==> src/rtl/stpr_pkg.sv <==
// shared types and constants for the stepper trapezoid ramp block
// no dependencies; imported by every rtl module of the block
package stpr_pkg;

	localparam int POS_W   = 32;               // stored position width
	localparam int CMP_W   = (POS_W > 32) ? POS_W : 32;
	localparam int CNT_W   = 32;               // step count and pulse counter width
	localparam int FREQ_W  = 16;
	localparam int RS_W    = 20;               // ramp_steps width
	localparam int LV_W    = 8;                // ramp_levels width
	localparam int NT_W    = 34;               // signed threshold width
	localparam int RC_W    = 36;               // ramp compare width
	localparam int DIV_W   = 20;               // divider dividend width
	localparam int DCNT_W  = $clog2(DIV_W + 1);
	localparam int CFG_W   = 20;
	localparam int IN_W    = 40;
	localparam int OUT_W   = 88;
	localparam int OPOS_W  = 32;               // width of position fields in a result

	localparam logic [FREQ_W-1:0] MAX_FREQ_RST   = 16'd10000;
	localparam logic [FREQ_W-1:0] MIN_FREQ_RST   = 16'd1000;
	localparam logic [RS_W-1:0]   RAMP_STEPS_RST = 20'd3000;
	localparam logic [LV_W-1:0]   RAMP_LEVELS_RST = 8'd100;
	localparam logic [31:0]       LIMIT_RST      = 32'd10000;
	localparam logic [LV_W-1:0]   LEVELS_SAT     = 8'd255;

	typedef enum logic [1:0] {
		REQ_START = 2'd0,
		REQ_PULSE = 2'd1,
		REQ_HOME  = 2'd2,
		REQ_LIMIT = 2'd3
	} req_t;

	typedef enum logic [1:0] {
		CFG_MAX_FREQ    = 2'd0,
		CFG_MIN_FREQ    = 2'd1,
		CFG_RAMP_STEPS  = 2'd2,
		CFG_RAMP_LEVELS = 2'd3
	} cfg_idx_t;

	typedef enum logic [3:0] {
		ST_IDLE,
		ST_DECODE,
		ST_DIV_F,
		ST_DIV_S,
		ST_CLAMP,
		ST_PASS_A,
		ST_PASS_B,
		ST_PASS_C,
		ST_FINISH,
		ST_RESULT
	} state_t;

	typedef struct packed {
		logic busy;
		logic done;
	} div_stat_t;

endpackage

==> src/rtl/stpr_div.sv <==
// restoring divider, one quotient bit per cycle, shared by both move-start divisions
// depends on stpr_pkg
module stpr_div import stpr_pkg::*; (
	input  logic             clk,
	input  logic             arst_n,
	input  logic             start,
	input  logic [DIV_W-1:0] dividend,
	input  logic [LV_W-1:0]  divisor,
	output logic [DIV_W-1:0] quotient,
	output div_stat_t        stat
);

	logic [DIV_W-1:0]  quo_q;
	logic [LV_W-1:0]   rem_q;
	logic [LV_W-1:0]   dvs_q;
	logic [DCNT_W-1:0] cnt_q;
	logic              busy_q;
	logic              done_q;

	logic [LV_W:0] rem_sh;
	logic [LV_W:0] rem_nx;
	logic          fits;

	always_comb begin
		rem_sh = {rem_q, quo_q[DIV_W-1]};
		fits   = rem_sh >= {1'b0, dvs_q};
		rem_nx = fits ? (rem_sh - {1'b0, dvs_q}) : rem_sh;
	end

	always_ff @(posedge clk or negedge arst_n) begin
		if (!arst_n) begin
			busy_q <= 1'b0;
			done_q <= 1'b0;
			cnt_q  <= '0;
		end else begin
			done_q <= 1'b0;
			if (start) begin
				busy_q <= 1'b1;
				cnt_q  <= DCNT_W'(DIV_W);
			end else if (busy_q) begin
				cnt_q <= cnt_q - 1'b1;
				if (cnt_q == DCNT_W'(1)) begin
					busy_q <= 1'b0;
					done_q <= 1'b1;
				end
			end
		end
	end

	always_ff @(posedge clk) begin
		if (start) begin
			quo_q <= dividend;
			rem_q <= '0;
			dvs_q <= divisor;
		end else if (busy_q) begin
			quo_q <= {quo_q[DIV_W-2:0], fits};
			rem_q <= rem_nx[LV_W-1:0];
		end
	end

	assign quotient  = quo_q;
	assign stat.busy = busy_q;
	assign stat.done = done_q;

endmodule

==> src/rtl/stepper_trapezoid_ramp_top.sv <==
// stepper trapezoid ramp: request decode, move sequencer, ramp passes and result register
// depends on stpr_pkg and stpr_div
//
// Each request gives exactly one result. A move start runs the two divisions (rate
// increment and steps per level) one after the other on a single bit-serial divider, then
// runs ramp passes, or goes straight to finishing when the move has zero steps. A pulse
// that keeps the move going runs ramp passes too; usually one or two passes are run, but
// with zero steps per level a full climb and fall can take about a thousand passes on one
// request. Every request can wait for a full output register before its result is loaded.
// The input is not ready while a request is being worked on; a finished result waits in
// the output register while the next request is taken.
module stepper_trapezoid_ramp_top import stpr_pkg::*; (
	input  logic             clk,
	input  logic             arst_n,
	input  logic             s_tvalid,
	output logic             s_tready,
	// step_count[31:0], toward_home[32], unchecked[33], zero fill
	input  logic [IN_W-1:0]  s_tdata,
	// req_type[1:0]
	input  logic [1:0]       s_tuser,
	output logic             m_tvalid,
	input  logic             m_tready,
	// step_freq[15:0], busy_res[16], dir_out[17], move_done[18],
	// position_now[50:19], limit_now[82:51], zero fill
	output logic [OUT_W-1:0] m_tdata,
	input  logic             cfg_we,
	input  logic [1:0]       cfg_addr,
	input  logic [CFG_W-1:0] cfg_wdata
);

	state_t state_q, state_d;

	// configuration
	logic [FREQ_W-1:0] max_freq_q, min_freq_q;
	logic [RS_W-1:0]   ramp_steps_q;
	logic [LV_W-1:0]   ramp_levels_q;

	// captured request
	req_t              req_q;
	logic [CNT_W-1:0]  step_q;
	logic              home_q, unch_q;

	// move state
	logic [POS_W-1:0]         position_q, limit_q;
	logic [CNT_W-1:0]         pulses_q, dest_q;
	logic [FREQ_W-1:0]        freq_q, inc_q;
	logic [RS_W-1:0]          spl_q;
	logic signed [NT_W-1:0]   nt_q;
	logic [LV_W-1:0]          lvl_q;
	logic                     dec_q, moving_q, dir_q, munch_q, done_q;

	// snapshot at the start of a ramp pass
	logic [FREQ_W-1:0]        snap_f_q;
	logic [LV_W-1:0]          snap_y_q;
	logic signed [NT_W-1:0]   snap_n_q;
	logic                     snap_d_q;

	// output register
	logic              out_valid_q;
	logic [OUT_W-1:0]  out_data_q;

	// divider
	logic              div_start;
	logic [DIV_W-1:0]  div_dividend;
	logic [DIV_W-1:0]  div_quo;
	div_stat_t         div_stat;

	logic [LV_W-1:0]   eff_lv;
	logic [FREQ_W-1:0] span;

	assign eff_lv = (ramp_levels_q == '0) ? LV_W'(1) : ramp_levels_q;
	assign span   = (max_freq_q > min_freq_q) ? (max_freq_q - min_freq_q) : '0;

	stpr_div u_div (
		.clk      (clk),
		.arst_n   (arst_n),
		.start    (div_start),
		.dividend (div_dividend),
		.divisor  (eff_lv),
		.quotient (div_quo),
		.stat     (div_stat)
	);

	// ramp arithmetic
	logic signed [LV_W:0]         lv_diff;
	logic signed [RS_W+LV_W+1:0]  prod;
	logic signed [NT_W-1:0]       spl_ext;
	logic signed [RC_W-1:0]       p_s, half_s, nt_s, dec_lhs;
	logic [FREQ_W:0]              fsum, min_plus;
	logic [FREQ_W-1:0]            freq_up, freq_dn;
	logic [CNT_W:0]               pulses_inc;

	always_comb begin
		lv_diff  = $signed({1'b0, eff_lv}) - $signed({1'b0, lvl_q});
		prod     = $signed({1'b0, spl_q}) * lv_diff;
		spl_ext  = $signed({{(NT_W-RS_W){1'b0}}, spl_q});
		p_s      = $signed({{(RC_W-CNT_W){1'b0}}, pulses_q});
		half_s   = $signed({{(RC_W-RS_W+1){1'b0}}, ramp_steps_q[RS_W-1:1]});
		nt_s     = RC_W'(nt_q);
		dec_lhs  = $signed({{(RC_W-CNT_W){1'b0}}, dest_q})
		         - $signed({{(RC_W-RS_W){1'b0}}, ramp_steps_q}) + nt_s;
		fsum     = {1'b0, freq_q} + {1'b0, inc_q};
		freq_up  = fsum[FREQ_W] ? {FREQ_W{1'b1}} : fsum[FREQ_W-1:0];
		min_plus = {1'b0, min_freq_q} + {1'b0, inc_q};
		freq_dn  = ({1'b0, freq_q} >= min_plus) ? (freq_q - inc_q) : min_freq_q;
		pulses_inc = {1'b0, pulses_q} + 1'b1;
	end

	// move clamping
	logic [CMP_W-1:0] pos_c, lim_c, n_c, room_c, dest_c;
	logic [CNT_W-1:0] dest_new;

	always_comb begin
		pos_c  = CMP_W'(position_q);
		lim_c  = CMP_W'(limit_q);
		n_c    = CMP_W'(step_q);
		room_c = lim_c - pos_c;
		if (unch_q)
			dest_c = n_c;
		else if (home_q)
			dest_c = (pos_c < n_c) ? pos_c : n_c;
		else if (lim_c < pos_c)
			dest_c = '0;
		else
			dest_c = (n_c > room_c) ? room_c : n_c;
		dest_new = CNT_W'(dest_c);
	end

	logic pass_same;
	assign pass_same = (snap_f_q == freq_q) && (snap_y_q == lvl_q) &&
	                   (snap_n_q == nt_q) && (snap_d_q == dec_q);

	logic out_load;

	always_ff @(posedge clk or negedge arst_n) begin
		if (!arst_n)
			state_q <= ST_IDLE;
		else
			state_q <= state_d;
	end

	always_comb begin
		state_d      = state_q;
		s_tready     = 1'b0;
		div_start    = 1'b0;
		div_dividend = {{(DIV_W-FREQ_W){1'b0}}, span};
		out_load     = 1'b0;
		case (state_q)
			ST_IDLE: begin
				s_tready = 1'b1;
				if (s_tvalid)
					state_d = ST_DECODE;
			end
			ST_DECODE: begin
				case (req_q)
					REQ_START: begin
						if (!moving_q) begin
							div_start = 1'b1;
							state_d   = ST_DIV_F;
						end else begin
							state_d = ST_RESULT;
						end
					end
					REQ_PULSE: begin
						if (!moving_q)
							state_d = ST_RESULT;
						else if (pulses_inc >= {1'b0, dest_q})
							state_d = ST_FINISH;
						else
							state_d = ST_PASS_A;
					end
					default: state_d = ST_RESULT;
				endcase
			end
			ST_DIV_F: begin
				if (div_stat.done) begin
					div_start    = 1'b1;
					div_dividend = DIV_W'(ramp_steps_q);
					state_d      = ST_DIV_S;
				end
			end
			ST_DIV_S: begin
				if (div_stat.done)
					state_d = ST_CLAMP;
			end
			ST_CLAMP: begin
				state_d = (dest_new == '0) ? ST_FINISH : ST_PASS_A;
			end
			ST_PASS_A: state_d = ST_PASS_B;
			ST_PASS_B: state_d = ST_PASS_C;
			ST_PASS_C: state_d = pass_same ? ST_RESULT : ST_PASS_A;
			ST_FINISH: state_d = ST_RESULT;
			ST_RESULT: begin
				if (!out_valid_q || m_tready) begin
					out_load = 1'b1;
					state_d  = ST_IDLE;
				end
			end
			default: state_d = ST_IDLE;
		endcase
	end

	// configuration registers
	always_ff @(posedge clk or negedge arst_n) begin
		if (!arst_n) begin
			max_freq_q    <= MAX_FREQ_RST;
			min_freq_q    <= MIN_FREQ_RST;
			ramp_steps_q  <= RAMP_STEPS_RST;
			ramp_levels_q <= RAMP_LEVELS_RST;
		end else if (cfg_we) begin
			case (cfg_idx_t'(cfg_addr))
				CFG_MAX_FREQ:    max_freq_q    <= cfg_wdata[FREQ_W-1:0];
				CFG_MIN_FREQ:    min_freq_q    <= cfg_wdata[FREQ_W-1:0];
				CFG_RAMP_STEPS:  ramp_steps_q  <= cfg_wdata[RS_W-1:0];
				CFG_RAMP_LEVELS: ramp_levels_q <= cfg_wdata[LV_W-1:0];
				default: ;
			endcase
		end
	end

	// request capture
	always_ff @(posedge clk) begin
		if (state_q == ST_IDLE && s_tvalid) begin
			req_q  <= req_t'(s_tuser);
			step_q <= s_tdata[CNT_W-1:0];
			home_q <= s_tdata[CNT_W];
			unch_q <= s_tdata[CNT_W+1];
		end
	end

	// move datapath
	always_ff @(posedge clk or negedge arst_n) begin
		if (!arst_n) begin
			position_q <= '0;
			limit_q    <= POS_W'(LIMIT_RST);
			pulses_q   <= '0;
			dest_q     <= '0;
			freq_q     <= '0;
			inc_q      <= '0;
			spl_q      <= '0;
			nt_q       <= '0;
			lvl_q      <= '0;
			dec_q      <= 1'b0;
			moving_q   <= 1'b0;
			dir_q      <= 1'b0;
			munch_q    <= 1'b0;
			done_q     <= 1'b0;
			snap_f_q   <= '0;
			snap_y_q   <= '0;
			snap_n_q   <= '0;
			snap_d_q   <= 1'b0;
		end else begin
			case (state_q)
				ST_DECODE: begin
					done_q <= 1'b0;
					case (req_q)
						REQ_PULSE: begin
							if (moving_q)
								pulses_q <= pulses_inc[CNT_W-1:0];
						end
						REQ_HOME: begin
							if (!moving_q)
								position_q <= '0;
						end
						REQ_LIMIT: begin
							if (!moving_q)
								limit_q <= position_q;
						end
						default: ;
					endcase
				end
				ST_DIV_F: begin
					if (div_stat.done)
						inc_q <= div_quo[FREQ_W-1:0];
				end
				ST_DIV_S: begin
					if (div_stat.done)
						spl_q <= div_quo[RS_W-1:0];
				end
				ST_CLAMP: begin
					dest_q   <= dest_new;
					pulses_q <= '0;
					lvl_q    <= '0;
					dec_q    <= 1'b0;
					nt_q     <= spl_ext;
					freq_q   <= min_freq_q;
					dir_q    <= home_q;
					munch_q  <= unch_q;
					moving_q <= 1'b1;
				end
				ST_PASS_A: begin
					snap_f_q <= freq_q;
					snap_y_q <= lvl_q;
					snap_n_q <= nt_q;
					snap_d_q <= dec_q;
					// halfway through the ramp: switch to the falling side
					if (!dec_q && p_s >= half_s) begin
						dec_q <= 1'b1;
						nt_q  <= NT_W'(prod);
					end
				end
				ST_PASS_B: begin
					if (!snap_d_q) begin
						if (p_s >= nt_s) begin
							if (freq_q < max_freq_q) begin
								nt_q   <= nt_q + spl_ext;
								freq_q <= freq_up;
								if (lvl_q < LEVELS_SAT)
									lvl_q <= lvl_q + 1'b1;
							end else begin
								dec_q <= 1'b1;
								nt_q  <= spl_ext;
							end
						end
					end else if (p_s >= dec_lhs && freq_q > min_freq_q) begin
						nt_q   <= nt_q + spl_ext;
						freq_q <= freq_dn;
					end
				end
				ST_FINISH: begin
					if (!munch_q) begin
						if (dir_q)
							position_q <= position_q - POS_W'(dest_q);
						else
							position_q <= position_q + POS_W'(dest_q);
					end
					moving_q <= 1'b0;
					freq_q   <= '0;
					done_q   <= 1'b1;
				end
				default: ;
			endcase
		end
	end

	// result register
	always_ff @(posedge clk or negedge arst_n) begin
		if (!arst_n)
			out_valid_q <= 1'b0;
		else if (out_load)
			out_valid_q <= 1'b1;
		else if (m_tready)
			out_valid_q <= 1'b0;
	end

	always_ff @(posedge clk) begin
		if (out_load) begin
			out_data_q <= {
				{(OUT_W-83){1'b0}},
				OPOS_W'(limit_q),
				OPOS_W'(position_q),
				done_q,
				dir_q,
				moving_q,
				moving_q ? freq_q : {FREQ_W{1'b0}}
			};
		end
	end

	assign m_tvalid = out_valid_q;
	assign m_tdata  = out_data_q;

endmodule

==> config.mk <==
export PLATFORM = sky130hd
export DESIGN_NAME = stepper_trapezoid_ramp_top
export DESIGN_NICKNAME = d
export VERILOG_FILES = /design/src/rtl/stpr_pkg.sv /design/src/rtl/stpr_div.sv /design/src/rtl/stepper_trapezoid_ramp_top.sv
export SDC_FILE = /design/constraint.sdc
export NUM_CORES = 2
export LEC_CHECK = 0
export ABC_AREA = 1
export BUFFER_PORTS_ARGS = -buffer_cell sky130_fd_sc_hd__buf_2
export CORE_UTILIZATION = 30
export CTS_CLUSTER_SIZE = 20
export DETAILED_ROUTE_END_ITERATION = 6
export SLEW_MARGIN = 0
export SYNTH_ARGS = -nofsm -noshare
export SYNTH_HDL_FRONTEND = slang
export SYNTH_SLANG_ARGS = --single-unit
==> constraint.sdc <==
create_clock -name clk -period 12.5 [get_ports clk]
set_input_delay 2.5 -clock clk [delete_from_list [all_inputs] [get_ports clk]]
set_output_delay 2.5 -clock clk [all_outputs]
set_load 0.005 [all_outputs]
Word level (Yosys, flattened, before mapping)
Index checks and enable logic that the tools add are counted.
{"block": "totals", "reg_bits": 513, "inputBits": 69, "out_inout_bits": 90, "elab_cells": 213}
{"block": "op_classes", "n_addsub": 15, "multipliers": 1, "magnitude_cmp": 13, "n_eq_ne": 38, "n_mux": 73, "bitwise": 1, "n_reduce_logical": 36}
{"op": "$mux W32", "n": 11}
{"op": "$mux W34", "n": 5}
{"op": "$pmux W32 S2", "n": 2}
{"op": "$mux W16", "n": 7}
{"op": "$pmux W34 S3", "n": 1}
{"op": "$mux W20", "n": 4}
{"op": "$lt A32 B32 Y1", "n": 2}
{"op": "$sub A32 B32 Y32", "n": 2}
{"op": "$mux W8", "n": 6}
{"op": "$pmux W16 S3", "n": 1}
{"op": "$pmux W4 S10", "n": 1}
{"op": "$mux W4", "n": 9}
{"op": "$add A33 B34 Y35", "n": 1}
{"op": "$ge A33 B35 Y1", "n": 1}
{"op": "$add A16 B16 Y17", "n": 2}
{"op": "$add A34 B21 Y34", "n": 1}
{"op": "$eq A34 B34 Y1", "n": 1}
{"op": "$ge A33 B34 Y1", "n": 1}
{"op": "$add A32 B1 Y33 const B", "n": 1}
{"op": "$ge A33 B32 Y1", "n": 1}
{"op": "$sub A32 B20 Y33", "n": 1}
{"op": "$add A32 B32 Y32", "n": 1}
{"op": "$ge A32 B19 Y1", "n": 1}
{"op": "$gt A16 B16 Y1", "n": 2}
{"op": "other kinds (44)", "n": 112}

Longest topological paths before layout
{"block": "depth", "word_depth": 9, "ltp_mapped": 45, "depth_no_buf": 44}

By module
Synthesis repeated with hierarchy kept, for this count alone.
{"block": "hier_totals", "cells_unflattened": 6209, "area_unflattened_um2": 46473.3}
{"mod": "stepper_trapezoid_ramp_top", "instances": 1, "cells_each": 5949, "area_each_um2": 44212.4, "seq_area_each_um2": 12389.4}
{"mod": "stpr_div", "instances": 1, "cells_each": 260, "area_each_um2": 2260.9, "seq_area_each_um2": 1176.1}

Least setup slack after synthesis
No wires, ideal clock.
{"block": "synth_timing", "path_type": "flip-flop to flip-flop", "start": "reg ramp_levels_q[1]", "end": "reg nt_q[25]", "setup_time_ns": 0.117, "arrival_time_ns": 6.973, "required_time_ns": 12.383, "setup_slack_ns": 5.411, "path_stages_with_launch": 39, "path_buffers": 0, "synth_period_minus_slack_ns": 7.089, "path_cell_list": "dfrtp_1 > or4_1 > nor4_1 > nor2_1 > ha_1 > nor2_1 > a211oi_1 > inv_1 > a21oi_1 > o21ai_0 > a21o_1 > a21oi_1 > or2_2 > nand2_1 > inv_1 > nand2_1 > fa_1 > fa_1 > (+3 left out) > inv_1 > fa_1 > inv_1 > ha_1 > inv_1 > o21ai_0 > nand2_1 > nand2_1 > a21oi_1 > inv_1 > a21oi_1 > inv_1 > a21boi_0 > o21ai_0 > o21ai_0 > o21ai_0 > nand2_1 > nand2_1"}
{"block": "synth_via", "elab_chain_cells": 6}
{"item": "from (decl)", "line": "stepper_trapezoid_ramp_top.sv:36", "rtl": "logic [LV_W-1:0] ramp_levels_q;"}
{"item": "from (signal assigned)", "line": "stepper_trapezoid_ramp_top.sv:215", "rtl": "CFG_RAMP_LEVELS: ramp_levels_q <= cfg_wdata[LV_W-1:0];"}
{"item": "$logic_not A8 Y1", "line": "stepper_trapezoid_ramp_top.sv:71", "rtl": "assign eff_lv = (ramp_levels_q == '0) ? LV_W'(1) : ramp_levels_q;"}
{"item": "$mux W8 (*)", "line": "stepper_trapezoid_ramp_top.sv:71"}
{"item": "$sub A8 B8 Y9 (*)", "line": "stepper_trapezoid_ramp_top.sv:94", "rtl": "lv_diff = $signed({1'b0, eff_lv}) - $signed({1'b0, lvl_q});"}
{"item": "$mul A21 B9 Y30 (*)", "line": "stepper_trapezoid_ramp_top.sv:95", "rtl": "prod = $signed({1'b0, spl_q}) * lv_diff;"}
{"item": "$mux W34 (*)", "line": "stepper_trapezoid_ramp_top.sv:297", "rtl": "if (!dec_q && p_s >= half_s) begin"}
{"item": "$pmux W34 S3 (*)", "line": "stepper_trapezoid_ramp_top.sv:253", "rtl": "case (state_q)"}
{"item": "to (signal assigned)", "line": "stepper_trapezoid_ramp_top.sv:299", "rtl": "nt_q <= NT_W'(prod);"}
{"item": "to (signal assigned)", "line": "stepper_trapezoid_ramp_top.sv:306", "rtl": "nt_q <= nt_q + spl_ext;"}
{"item": "to (signal assigned)", "line": "stepper_trapezoid_ramp_top.sv:312", "rtl": "nt_q <= spl_ext;"}
{"item": "to (decl)", "line": "stepper_trapezoid_ramp_top.sv:48", "rtl": "logic signed [NT_W-1:0] nt_q;"}
Mark *: on every way between the ends. The rest lies on a longest branch, timed or not. The select of a mux whose other input is x is not followed.
A chain may end at the register's enable or synchronous reset.

Worst setup path in the final report
{"block": "layout_timing", "start": "reg ramp_levels_q[1]", "end": "reg nt_q[33]"}
Same word-level chain as after synthesis.

==> run summary <==
Slew Limit Fails -> 0
Longest Clk Path Bufs -> 3
Nature of the critical path startpoint -> flop
CP startpoint -> ramp_levels_q[1]
Initial antenna violation count -> 1
Num CTS Buffers -> 58
Die area -> 0.155 mm^2
Main synth FF type -> dfrtp_1
Mapped cell area -> 0.0460 mm^2
RSZ-0062 raised after global routing -> no
DRC -> 0
Achievable clock frequency -> 0.114 GHz
Final setup viols -> 0
Most frequent cells after synthesis -> nand2_1, inv_1, ha_1, nor2_1, a21oi_1
Clock root cell -> clkbuf_16
Worst path top cell family by delay -> adder cells
Postcts setup bufs -> 0
Synth area leader -> dfrtp_1
Most numerous cell in the Yosys netlist -> nand2_1
Syn Inst Count -> 6,126
I/O pins -> 159
First-pass GRT wire length -> 233,000 um
Most used cell, CP -> inv_1
Hold_sp -> done_q
Grt total ovfl -> 0
Crit. End Element -> flop
Die H -> 394 um
Worst path slowest cell -> fa_1
Clk slew on worst S/H paths -> 0.06 ns
Post-route ant nets -> 0
CP bufs+invs -> 7
Skew final -> 0.0687 ns
Post-synth top area share -> 18.0%
Grt met2 use -> 30.8%
GR Util All Layers -> 18.9%
Row cnt -> 143
Via Count -> 41,800
Flops & latches, synth -> 513
Filler Cells Inserted -> 16,300
Resized cells post-CTS -> 0
Final setup TNS -> 0 ns
Initial core utilization -> 30.3%
Status -> completed
Slowest cell delay on critical path -> 0.55 ns
GRT met1 Usage -> 26.1%
Drt first pass iters -> 6
P&R area growth vs syn -> 10.5%
Fin util -> 33.5%
Final Net Count -> 6,938
Initial DRC Count -> 3,300
Vias in the first global route -> 40,500
Worst EP arrival -> 9.31 ns
Clock Latency Late Sink -> 0.68 ns
CTS tree -> yes
Layout cell share with drive strength beyond 1 -> 5.88%
Reg2reg start -> ramp_levels_q[1]
Max_cap viols -> 0
Clock sinks -> 513
WP data required -> 13.01 ns
Detailed-route vias per instance -> 5.04
Post-layout min period -> 8.80 ns
Fin. Hold Viols -> 0
Met3 Use GR -> 1.79%
Antenna cells -> 0
Die W -> 394 um
Post-DP HPWL -> 119,000 um
WL/cell -> 18.0 um
Yosys warns -> 0
Gr busiest metal -> met2
Post-synthesis sequential area ratio -> 29.5%
Final period utilization -> 70.4%
Top cells by area, synth -> dfrtp_1, ha_1, nand2_1
Internal reg-to-reg setup slack -> 3.70 ns
Cts hold-fix bufs -> 0
WL final -> 149,000 um
Unique cell type count in the Yosys netlist -> 68
Clock H-tree levels -> 2
Max transition margin -> 18.1%
Post-Syn Area per Cell -> 7.52 um^2
Port Buf Inserts -> 147
Core area -> 0.152 mm^2
Post-synth EDFFs -> 147
Hold Crit Class -> reg -> reg
Setup CP Type -> reg -> reg
Crit-path max FO -> 16
Post-synthesis async set-or-reset flop share -> 69.8%
Worst slew pin tran -> 1.23 ns
Gpl congestion -> 0.952
Largest net degree at the start of global routing -> 153
per-layer routing:
layer | part of all wire [%] | wire length, um
met4 | 3.7 | 5460
met2 | 45 | 67400
met5 | 0 | 0
met1 | 46 | 68900
met3 | 5.1 | 7610
layout by cell type, fill, tap and decap left out, types with 19 or more instances in the layout:
master	instances
nand2_1	1503
a31oi_1	25
o21ai_1	57
o221ai_1	25
dfrtp_1	332
clkbuf_1	19
o22ai_1	64
buf_4	37
buf_2	146
xnor2_1	110
edfxtp_1	147
o21ai_0	390
xor2_1	155
inv_1	842
clkbuf_16	58
nor2_1	440
ha_1	524
nand4_1	103
nor3_1	62
nor4_1	33
o211ai_1	27
fa_1	138
a21oi_1	422
nand3_1	313
dfstp_2	26
registers in the layout, indices dropped and copies added (netlist names), 32 cells and up:
signal and count:
m_tdata 83, nt_q 34, snap_n_q 34, dest_q 32, lim_c 32, n_c 32
pos_c 32, pulses_q 32
area by class of cell:
type                            count  area [um^2]  area share [%]
Clock buffer                       84         1620            3.18
Timing Repair Buffer              185         1040            2.05
Clock inverter                     26          324           0.637
Tap cell                         2030         2540            4.99
Multi-Input combinational cell   4589        28600            56.1
Inverter                          860         3230            6.35
Sequential cell                   513        13600            26.7
worst reg2reg max path, delay by kind of cell, from the launching register on:
family / cells / cell delay (ns)
buf+inv: 7 / 0.74
simple gates: 14 / 2.55
compound gates: 10 / 1.79
flops: 1 / 0.45
fa+ha+maj: 7 / 3.12
kinds of logic after synthesis:
kind of cell / synth area share (%)
adder cells (fa/ha/maj): 20.2
AND/OR/NAND/NOR: 23.1
XOR/XNOR: 5.04
buffers and inverters: 8.58
flip-flops: 29.5
other: 0.00814
AO/OA/AOI/OAI: 13.6
path summary, 6_finish.rpt:
path,end,cells past startpoint
max,nt_q[33],38
min,m_tdata[18],0
max reg2reg,nt_q[33],38
min in group asynchronous,lim_c[12],1
min reg2reg,m_tdata[18],0
max in group asynchronous,pulses_q[31],3
metrics by stage:
stage,hold WS (ns),area [um^2],worst slack [ns],instances
5_1_grt,0.476,50900,3.15,8287
4_1_cts,0.456,50900,3.71,8287
2_1_floorplan,0.423,46100,5.41,6130
6_report,0.460,50900,3.70,8287
3_3_place_gp,0.436,48900,3.83,8177
3_5_place_dp,0.443,48900,3.82,8177
Power is not shown: default switching activity piles up to over one toggle a cycle in this logic, so the estimate is an artifact.
